**src/rtl/base36_digit_emitter_macros.svh**
```systemverilog
// assertion macros shared by the base-36 emitter rtl
// no dependencies; included inside module bodies
`ifndef BASE36_DIGIT_EMITTER_MACROS_SVH
`define BASE36_DIGIT_EMITTER_MACROS_SVH

// property must hold at every edge out of reset
`define B36_ASSERT(label, clk, rst_n, prop) \
    label: assert property (@(posedge clk) disable iff (!rst_n) (prop)) \
        else $error("b36 assertion failed");

// expression must never be true out of reset
`define B36_NEVER(label, clk, rst_n, expr) \
    label: assert property (@(posedge clk) disable iff (!rst_n) !(expr)) \
        else $error("b36 forbidden condition");

`endif

```
**src/rtl/b36_pkg.sv**
```systemverilog
// shared constants, types and the digit-to-ascii map for the base-36 emitter
// no dependencies
package b36_pkg;

    localparam int VALUE_W        = 64;
    localparam int CHAR_W         = 7;
    localparam int COUNT_W        = 4;
    localparam int REM_W          = 6;
    localparam int NIB_W          = 4;
    localparam int RADIX          = 36;
    localparam int MAX_DIGITS_DEF = 13;

    typedef enum logic [1:0] {
        S_IDLE,
        S_DIV,
        S_EMIT
    } t_state;

    typedef struct packed {
        logic start;
        logic load;
    } t_div_ctl;

    typedef struct packed {
        logic             done;
        logic             q_zero;
        logic [REM_W-1:0] rem;
    } t_div_sts;

    function automatic logic [CHAR_W-1:0] to_ascii(input logic [REM_W-1:0] d);
        logic [CHAR_W-1:0] c;
        if (d < REM_W'(10)) begin
            c = CHAR_W'(8'h30) + {1'b0, d};
        end else if (d < REM_W'(RADIX)) begin
            c = CHAR_W'(8'h57) + {1'b0, d};
        end else begin
            c = CHAR_W'(8'h30);
        end
        return c;
    endfunction

endpackage

```
**src/rtl/b36_div.sv**
```systemverilog
// serial divide-by-36 unit, one hex digit of the dividend per cycle
// depends on b36_pkg
module b36_div (
    input  logic                        i_clk,
    input  logic                        i_rst_n,
    input  b36_pkg::t_div_ctl           i_ctl,
    input  logic [b36_pkg::VALUE_W-1:0] i_value,
    output b36_pkg::t_div_sts           o_sts
);
    import b36_pkg::*;

    localparam int STEPS = VALUE_W / NIB_W;
    localparam int CNT_W = $clog2(STEPS);
    localparam int PART_W = REM_W + NIB_W;

    logic [VALUE_W-1:0] r_q, n_q;
    logic [REM_W-1:0]   r_rem, n_rem;
    logic [CNT_W-1:0]   r_cnt, n_cnt;
    logic               r_busy, n_busy;
    logic               r_done, n_done;
    logic               r_qnz, n_qnz;

    logic [PART_W-1:0]  part;
    logic [NIB_W-1:0]   qd;

    // restoring steps on the partial remainder
    always_comb begin
        part = {r_rem, r_q[VALUE_W-1 -: NIB_W]};
        for (int i = NIB_W - 1; i >= 0; i--) begin
            if (part >= PART_W'(RADIX << i)) begin
                part  = part - PART_W'(RADIX << i);
                qd[i] = 1'b1;
            end else begin
                qd[i] = 1'b0;
            end
        end
    end

    always_comb begin
        n_q    = r_q;
        n_rem  = r_rem;
        n_cnt  = r_cnt;
        n_busy = r_busy;
        n_qnz  = r_qnz;
        n_done = 1'b0;
        if (i_ctl.start) begin
            if (i_ctl.load) begin
                n_q = i_value;
            end
            n_rem  = '0;
            n_cnt  = '0;
            n_qnz  = 1'b0;
            n_busy = 1'b1;
        end else if (r_busy) begin
            n_q   = {r_q[VALUE_W-NIB_W-1:0], qd};
            n_rem = part[REM_W-1:0];
            n_qnz = r_qnz | (qd != '0);
            n_cnt = r_cnt + 1'b1;
            if (r_cnt == CNT_W'(STEPS - 1)) begin
                n_busy = 1'b0;
                n_done = 1'b1;
            end
        end
    end

    always_ff @(posedge i_clk) begin
        if (!i_rst_n) begin
            r_busy <= 1'b0;
            r_done <= 1'b0;
            r_cnt  <= '0;
        end else begin
            r_busy <= n_busy;
            r_done <= n_done;
            r_cnt  <= n_cnt;
        end
        r_q   <= n_q;
        r_rem <= n_rem;
        r_qnz <= n_qnz;
    end

    assign o_sts.done   = r_done;
    assign o_sts.q_zero = !r_qnz;
    assign o_sts.rem    = r_rem;

endmodule

```
**src/rtl/base36_digit_emitter.sv**
```systemverilog
// each digit is one division pass; the first char is loaded once all D digits (D = 1..13)
// are divided; new values are accepted only in idle, once the last char is loaded;
// the divide-by-36 unit does each pass serially, one hex digit of the dividend per cycle
// reset: synchronous active low, clears control and valid; digit store not cleared
// top level: sequencer, digit store and output register
// depends on b36_pkg, b36_div and base36_digit_emitter_macros.svh
module base36_digit_emitter #(
    parameter int MAX_DIGITS = b36_pkg::MAX_DIGITS_DEF
) (
    input  logic                        i_clk,
    input  logic                        i_rst_n,
    input  logic                        i_valid,
    output logic                        o_ready,
    input  logic [b36_pkg::VALUE_W-1:0] i_value,
    output logic                        o_valid,
    input  logic                        i_ready,
    output logic [b36_pkg::CHAR_W-1:0]  o_digit_char,
    output logic [b36_pkg::COUNT_W-1:0] o_digit_count,
    output logic                        o_last
);
    import b36_pkg::*;
    `include "base36_digit_emitter_macros.svh"

    localparam int IW = $clog2(MAX_DIGITS);
    localparam int NW = $clog2(MAX_DIGITS + 1);

    t_state           r_state, n_state;
    logic [NW-1:0]    r_n, n_n;
    logic [IW-1:0]    r_idx, n_idx;
    logic             r_ovalid, n_ovalid;
    logic [CHAR_W-1:0]  r_char;
    logic [COUNT_W-1:0] r_count, n_count;
    logic             r_last, n_last;
    logic             store_we;
    logic             out_load;
    logic [REM_W-1:0] r_store [MAX_DIGITS];

    t_div_ctl div_ctl;
    t_div_sts div_sts;

    b36_div u_div (
        .i_clk   (i_clk),
        .i_rst_n (i_rst_n),
        .i_ctl   (div_ctl),
        .i_value (i_value),
        .o_sts   (div_sts)
    );

    always_comb begin
        n_state  = r_state;
        n_n      = r_n;
        n_idx    = r_idx;
        n_ovalid = r_ovalid && !i_ready;
        n_count  = r_count;
        n_last   = r_last;
        div_ctl  = '0;
        store_we = 1'b0;
        out_load = 1'b0;
        case (r_state)
            S_IDLE: begin
                if (i_valid) begin
                    div_ctl.start = 1'b1;
                    div_ctl.load  = 1'b1;
                    n_n           = '0;
                    n_state       = S_DIV;
                end
            end
            S_DIV: begin
                if (div_sts.done) begin
                    store_we = 1'b1;
                    n_n      = r_n + 1'b1;
                    if (div_sts.q_zero || r_n == NW'(MAX_DIGITS - 1)) begin
                        n_idx   = r_n[IW-1:0];
                        n_state = S_EMIT;
                    end else begin
                        div_ctl.start = 1'b1;
                    end
                end
            end
            S_EMIT: begin
                if (!r_ovalid || i_ready) begin
                    n_ovalid = 1'b1;
                    out_load = 1'b1;
                    n_count  = r_n[COUNT_W-1:0];
                    n_last   = (r_idx == '0);
                    if (r_idx == '0) begin
                        n_state = S_IDLE;
                    end else begin
                        n_idx = r_idx - 1'b1;
                    end
                end
            end
            default: begin
                n_state = S_IDLE;
            end
        endcase
    end

    always_ff @(posedge i_clk) begin
        if (!i_rst_n) begin
            r_state  <= S_IDLE;
            r_n      <= '0;
            r_idx    <= '0;
            r_ovalid <= 1'b0;
        end else begin
            r_state  <= n_state;
            r_n      <= n_n;
            r_idx    <= n_idx;
            r_ovalid <= n_ovalid;
        end
        if (out_load) begin
            r_char <= to_ascii(r_store[r_idx]);
        end
        r_count <= n_count;
        r_last  <= n_last;
    end

    always_ff @(posedge i_clk) begin
        if (store_we) begin
            r_store[r_n[IW-1:0]] <= div_sts.rem;
        end
    end

    assign o_ready       = (r_state == S_IDLE);
    assign o_valid       = r_ovalid;
    assign o_digit_char  = r_char;
    assign o_digit_count = r_count;
    assign o_last        = r_last;

    `B36_NEVER(a_done_when_idle, i_clk, i_rst_n, div_sts.done && r_state != S_DIV)
    `B36_ASSERT(a_emit_in_range, i_clk, i_rst_n,
        (r_state == S_EMIT) |-> ({1'b0, r_idx} < {1'b0, r_n}))
    `B36_ASSERT(a_store_in_range, i_clk, i_rst_n, store_we |-> (r_n < NW'(MAX_DIGITS)))

endmodule

```
**config.mk**
```make
export PLATFORM = sky130hd
export DESIGN_NAME = base36_digit_emitter
export DESIGN_NICKNAME = d
export VERILOG_FILES = /design/src/rtl/b36_pkg.sv /design/src/rtl/b36_div.sv /design/src/rtl/base36_digit_emitter.sv
export VERILOG_INCLUDE_DIRS = /design/src /design/src/rtl
export SDC_FILE = /design/constraint.sdc
export NUM_CORES = 1
export LEC_CHECK = 0
export BUFFER_PORTS_ARGS = -buffer_cell sky130_fd_sc_hd__buf_2
export CAP_MARGIN = 20
export CORE_MARGIN = 3
export CORE_UTILIZATION = 59
export CTS_BUF_LIST = sky130_fd_sc_hd__clkbuf_16
export CTS_CLUSTER_DIAMETER = 30
export DETAILED_ROUTE_END_ITERATION = 8
export PLACE_DENSITY_LB_ADDON = 0.1
export SLEW_MARGIN = 15
export SYNTH_ARGS = -nofsm -noshare
export SYNTH_HDL_FRONTEND = slang
export SYNTH_SLANG_ARGS = --single-unit
```
**constraint.sdc**
```tcl
create_clock -name i_clk -period 7.4 [get_ports i_clk]
set_input_delay 0.74 -clock i_clk [delete_from_list [all_inputs] [get_ports i_clk]]
set_output_delay 0.74 -clock i_clk [all_outputs]
set_load 0.03 [all_outputs]
```
# After elaboration in Yosys (flattened, before gate mapping)
# Memories as Yosys holds them, arrays and structs flattened. A register that Yosys moved wholly into a read port is not among the register bits.
# Index checks and enable logic that the tools add are counted.
totals:
  elab_cells: 108
  memories: 1
  mem_bits_rw: 78
  regBits: 100
memory_table:
  columns: ["name", "depth", "width", "read_ports", "rd_ports_with_merged_regs", "wr", "line_no", "rtl"]
  rows:
  - ["r_store", 13, 6, 1, 1, 1, "base36_digit_emitter.sv:36", "logic [REM_W-1:0] r_store [MAX_DIGITS];"]
op_classes:
  n_lt_le_gt_ge: 6
  reduce_logical: 19
  mux: 46
  n_eq_ne: 11
  add_sub_neg: 9
  n_bitwise: 3
ops:
  columns: ["operator", "count"]
  rows:
  - ["64-bit 2-to-1 mux", 3]
  - ["4-bit 2-to-1 mux", 8]
  - ["10-bit 2-to-1 mux", 3]
  - ["1-bit 2-to-1 mux", 19]
  - ["4-bit case mux with 2 select lines", 2]
  - ["7-bit 2-to-1 mux", 2]
  - ["2-bit 2-to-1 mux", 6]
  - ["2-bit != test, second input constant", 6]
  - ["10-bit by 6-bit greater-or-equal comparator with 1-bit output, second input constant", 1]
  - ["10-bit by 7-bit greater-or-equal comparator with 1-bit output, second input constant", 1]
  - ["10-bit by 8-bit greater-or-equal comparator with 1-bit output, second input constant", 1]
  - ["10-bit by 9-bit greater-or-equal comparator with 1-bit output, second input constant", 1]
  - ["5-bit AND reduction", 2]
  - ["10-bit by 7-bit subtractor with 10-bit output, second input constant", 1]
  - ["10-bit by 8-bit subtractor with 10-bit output, second input constant", 1]
  - ["10-bit by 9-bit subtractor with 10-bit output, second input constant", 1]
  - ["4-bit by 1-bit adder with 4-bit output, second input constant", 2]
  - ["4-bit == test, second input constant", 2]
  - ["6-bit by 6-bit adder with 7-bit output, first input constant", 1]
  - ["7-bit by 6-bit adder with 7-bit output, first input constant", 1]
  - ["6-bit by 4-bit < comparator with 1-bit output, second input constant", 1]
  - ["6-bit < comparator, second input constant", 1]
  - ["6-bit 2-to-1 mux", 1]
  - ["2-bit case mux with 3 select lines", 1]
  - ["other kinds (19)", 26]

# Longest topological paths before layout
depth:
  word_depth: 10
  depth_mapped: 18
  mapped_depth_nobuf: 17

# By module
# Synthesis repeated with hierarchy kept, for this count alone.
unflattened:
  cells_unflattened: 607
  hier_area_um2: 8470.6
by_module_without_submodules:
  columns: ["mod", "cells_each", "seq_area_each_um2", "area_per_inst_um2", "instances"]
  rows:
  - ["base36_digit_emitter", 289, 3002.9, 4390.5, 1]
  - ["b36_div", 318, 2182.1, 4080.2, 1]

# Least setup slack after synthesis
# OpenSTA, ideal clock, no wires.
synth_path:
  path_kind: "reg2reg"
  start: "register r_n[0]"
  end: "register u_div.r_q[0], enable pin"
  stages_incl_launch_ff: 8
  arrival_ns: 5.744
  period_less_slack_ns: 6.318
  slack_ns: 1.082
  setup_ns: 0.575
  cell_sequence: "dfxtp_1 inv_1 ha_1 a31oi_1 nand3_1 a21oi_1 clkbuf_1 o21ai_0"
synth_via:
  elab_chain_len: 7
  elab_cells_between_ends: 8
  cone_classes: "eq/ne (2); mux (3); reduce/logical (3)"
synth_rtl:
  columns: ["item", "line_no", "rtl"]
  rows:
  - ["start: declaration", "base36_digit_emitter.sv:28", "logic [NW-1:0] r_n, n_n;"]
  - ["start signal: assignment", "base36_digit_emitter.sv:107", "r_n <= n_n;"]
  - ["4-bit == test (*)", "base36_digit_emitter.sv:72", "if (div_sts.q_zero || r_n == NW'(MAX_DIGITS - 1)) begin"]
  - ["1-bit logical OR (*)", "base36_digit_emitter.sv:72", null]
  - ["1-bit 2-to-1 mux (*)", "base36_digit_emitter.sv:72", null]
  - ["1-bit 2-to-1 mux (*)", "base36_digit_emitter.sv:69", "if (div_sts.done) begin"]
  - ["1-bit case mux with 2 select lines (*)", "base36_digit_emitter.sv:59", "case (r_state)"]
  - ["2-bit != test (no line) or 2-bit nonzero test (tied branches)", null, null]
  - ["2-bit AND reduction (no line) (*)", null, null]
  - ["end signal: assignment", "b36_div.sv:76", "r_q <= n_q;"]
  - ["end: declaration", "b36_div.sv:16", "logic [VALUE_W-1:0] r_q, n_q;"]
# Every way passes the cells marked *; elsewhere a longest branch is shown, timed or not.
# A chain may end at the register's enable or synchronous reset.

# Final worst setup path
layout_path:
  start: "register u_div.r_rem[5]"
  end: "register u_div.r_rem[2]"
layout_via:
  elab_chain_len: 8
  elab_cells_between_ends: 12
  cone_classes: "add/sub (4); order compare (4); mux (4)"
layout_rtl:
  columns: ["item", "line_no", "rtl"]
  rows:
  - ["start: declaration", "b36_div.sv:17", "logic [REM_W-1:0] r_rem, n_rem;"]
  - ["start signal: assignment", "b36_div.sv:77", "r_rem <= n_rem;"]
  - ["10-bit by 9-bit subtractor with 10-bit output or 10-bit by 9-bit greater-or-equal comparator with 1-bit output (tied branches)", "b36_div.sv:31, b36_div.sv:30", null]
  - ["10-bit 2-to-1 mux (*)", "b36_div.sv:30", "if (part >= PART_W'(RADIX << i)) begin"]
  - ["10-bit by 8-bit subtractor with 10-bit output or 10-bit by 8-bit greater-or-equal comparator with 1-bit output (tied branches)", "b36_div.sv:31, b36_div.sv:30", null]
  - ["10-bit 2-to-1 mux (*)", "b36_div.sv:30", null]
  - ["10-bit by 7-bit subtractor with 10-bit output or 10-bit by 7-bit greater-or-equal comparator with 1-bit output (tied branches)", "b36_div.sv:31, b36_div.sv:30", null]
  - ["10-bit 2-to-1 mux (*)", "b36_div.sv:30", null]
  - ["10-bit by 6-bit greater-or-equal comparator with 1-bit output or 6-bit subtractor (tied branches)", "b36_div.sv:30, b36_div.sv:31", null]
  - ["6-bit 2-to-1 mux (*)", "b36_div.sv:30", null]
# Marked as above.

==> impl_metrics.yaml <==
clock_network:
  htreeDepth: 4
  cts_made_buffers: 17
  cts.clk_slew.worst_paths_ps: 70
  root_buffer: "clkbuf_16"
  cts_setup_buffers: 0
  clock-sinks: 182
  clockBufferDepth: 2
  cts_resized: 0
  cts_tree: "done"
  ctsHoldBuffers: 0
  insertion_delay_ps: 430
yosys:
  synth_edf_count: 154
  yosys_warnings: 0
  synth.distinct_cells: 67
  synth_ff_type: "edfxtp_1"
  syn_avg_cell_area_um2: 12.1
  synthDominantCellAreaShare_pct: 55.7
  async_reset_ff_share_pct: 0
  synthCells: 684
  yosys.area.top_type: "edfxtp_1"
  ys_top_cells_by_area: "edfxtp_1, nand2_1, dfxtp_1"
  ys_seq_area_share_pct: 62.5
  synth_fp_nets: 767
  ys_ff_latch: 182
  syn_area_mm2: 0.00830
power_and_ir_drop:
  p_int_mw: 2.13
  power_switching_uw: 972
  p_clk_share_pct: 29.7
  power_density_mw_per_mm2: 328
  ir_drop_uv: 232
  pwr-share-seq_pct: 42.7
  p_sw_share_pct: 31.4
  p_comb_share_pct: 27.6
  p_leak_nw: 3.68
timing:
  drv_slew: 0
  hold_violations: 0
  setup_tns_ps: 0
  fin_ws_ps: 2690
  rsz0062_at_grt: "false"
  worstMarginPinSlew_ps: 874
  period_minus_slack_ps: 4710
  setup_viol: 0
  maxSlewHeadroom_pct: 41.7
  fmax_ghz: 0.212
  fin_skew_ps: 9.64
  fin_crit_sh_pct: 63.7
cells_and_area:
  drive_above_1_share_pct: 21.0
  nNetsFinal: 840
  seqCellArea_mm2: 0.00518
  area_delta_synth_final_pct: 13.7
  finalNonFillerCells: 946
  multi_input_area_mm2: 0.00293
  final_cell_mix: "nand2_1, edfxtp_1, buf_2"
  layout_commonest_cell: "nand2_1"
  n_antenna_cell: 0
  fill_cells: 939
drt:
  viasPerCell: 5.69
  wire_per_inst_um: 17.3
  num_vias: 5379
  first_pass_iters: 5
  drc: 0
  drt_iter0_drc: 473
  ant_nets: 0
  drt-total-wl_um: 16300
grt:
  grt_max_degree: 70
  antenna_found_initial: 0
  track_usage_pct: 21.4
  grt-ovfl-total: 0
  grt_pass1_wl_um: 26400
  grt_pass1_vias: 5280
job:
  max_cap_viol_count: 0
worst_setup_path:
  start_kind: "flop"
  worstPathRequired_ps: 7720
  critical_path.max_fanout: 28
  critical_path.max_stage_delay_ps: 880
  critPathSlowestCell: "dfxtp_1"
  crit_chain: "or2_1, a22o_1, ha_1, nor3b_1, a32o_1, a21oi_1, or4_1, nand2_1, o211ai_2, xnor2_1, ha_1, nand2_1, a221oi_2, o21ai_4, and3_4, a2111oi_2"
  critPathKind: "flop to flop"
  cp.arrival_ps: 5030
  end_kind: "flop"
die:
  placementRows: 42
  fp.dieH_um: 125
  start_util_pct: 61.5
  core_area_mm2: 0.0135
  io_pins: 82
  die_w_um: 125
  die-area_mm2: 0.0155
place:
  io_buffer_count: 81
  gp_congestion: 0.875
  preCtsSetupSlack_ps: 2730
  dp.cells: 914
  place_hpwl_um: 10800
min_path:
  hold_class: "flop to flop"
status:
  status: "completed"
==> metal layers <==
layer / wire [µm] / global-route usage (%) / up-vias
met5: 0 / 0 / -
li1: - / - / 2593
met1: 6940 / 27.9 / 2565
met4: 255 / 7.16 / 0
met3: 993 / 5.92 / 30
met2: 8160 / 35.0 / 191
==> critical path, delay by kind of cell (launching register included) <==
family	cells	cell delay [ps]
xor gates and xnor gates	1	410
DFF	1	880
AOI/OAI and AO/OA	7	1360
adders and majority gates	2	490
and+or+nand+nor	6	1450
==> flip-flops by register name, indices dropped and copies added, names as in the netlist, named ones only <==
register,cells
u_div.r_q,64
u_div.r_rem,6
u_div.r_done,1
u_div.r_qnz,1
o_digit_count,4
r_store,78
r_n,4
o_valid,1
u_div.r_cnt,4
u_div.r_busy,1
r_idx,4
r_state,2
o_digit_char,7
o_last,1
==> area by class of cell <==
class	count	area share (%)
Clock buffer	17	4.51
Clock inverter	15	1.87
Inverter	18	0.716
Multi-Input combinational cell	453	31.0
Sequential cell	182	54.9
Tap cell	176	2.33
Timing Repair Buffer	85	4.61
==> synth_stat cells, types with 5 or more instances <==
| cell | n |
|---|---|
| a22o_1 | 5 |
| nor2b_1 | 7 |
| o21ai_0 | 20 |
| and2_1 | 15 |
| a21o_1 | 5 |
| ha_1 | 15 |
| mux4_2 | 24 |
| nand3_1 | 10 |
| inv_1 | 17 |
| a21oi_1 | 15 |
| dfxtp_1 | 28 |
| a31oi_1 | 5 |
| clkbuf_1 | 20 |
| edfxtp_1 | 154 |
| nand2b_1 | 5 |
| a22oi_1 | 7 |
| mux2i_1 | 6 |
| nand2_1 | 206 |
| xnor2_1 | 5 |
| nor3_1 | 7 |
| nor2_1 | 38 |
==> kinds of logic (layout without fill, tap and decap cells) <==
| kind of cell | count (synthesis) | after routing | share of synthesized area, % |
|---|---|---|---|
| and+or+nand+nor | 308 | 308 | 16.1 |
| DFF | 182 | 182 | 62.5 |
| AOI/OAI and AO/OA | 89 | 89 | 8.03 |
| buffers and inverters | 49 | 135 | 2.58 |
| muxes | 33 | 33 | 7.73 |
| adders and majority gates | 15 | 15 | 2.26 |
| xor gates and xnor gates | 8 | 8 | 0.844 |
==> power groups by stage <==
stage / registers, mW / logic (mW) / clock network (mW)
after CTS: 1.32 / 0.844 / 0.929
after global routing: 1.34 / 0.932 / 0.976
after global placement: 1.34 / 0.806 / 0
after floorplan: 1.30 / 0.726 / 0
final: 1.32 / 0.856 / 0.921
after detailed placement: 1.35 / 0.836 / 0
==> path summary, 6_finish.rpt <==
kind,cells after the start,end,from,slack [ps]
max reg2reg,16,u_div.r_rem[2],u_div.r_rem[5],2690
min,2,u_div.r_done,u_div.r_cnt[3],510
max,16,u_div.r_rem[2],u_div.r_rem[5],2690
min reg2reg,2,u_div.r_done,u_div.r_cnt[3],510
==> stage by stage <==
stage / util, % / total power [mW] / cell area [µm²] / hold slack [ps]
final: 69.9 / 3.10 / 9440 / 510
after global routing: 69.9 / 3.25 / 9440 / 541
after CTS: 69.9 / 3.10 / 9440 / 511
after detailed placement: 65.4 / 2.18 / 8840 / 499
after global placement: 65.4 / 2.14 / 8840 / 491
after floorplan: - / 2.03 / 8300 / 406
No activity file was read; power rests on OpenSTA's default activity.
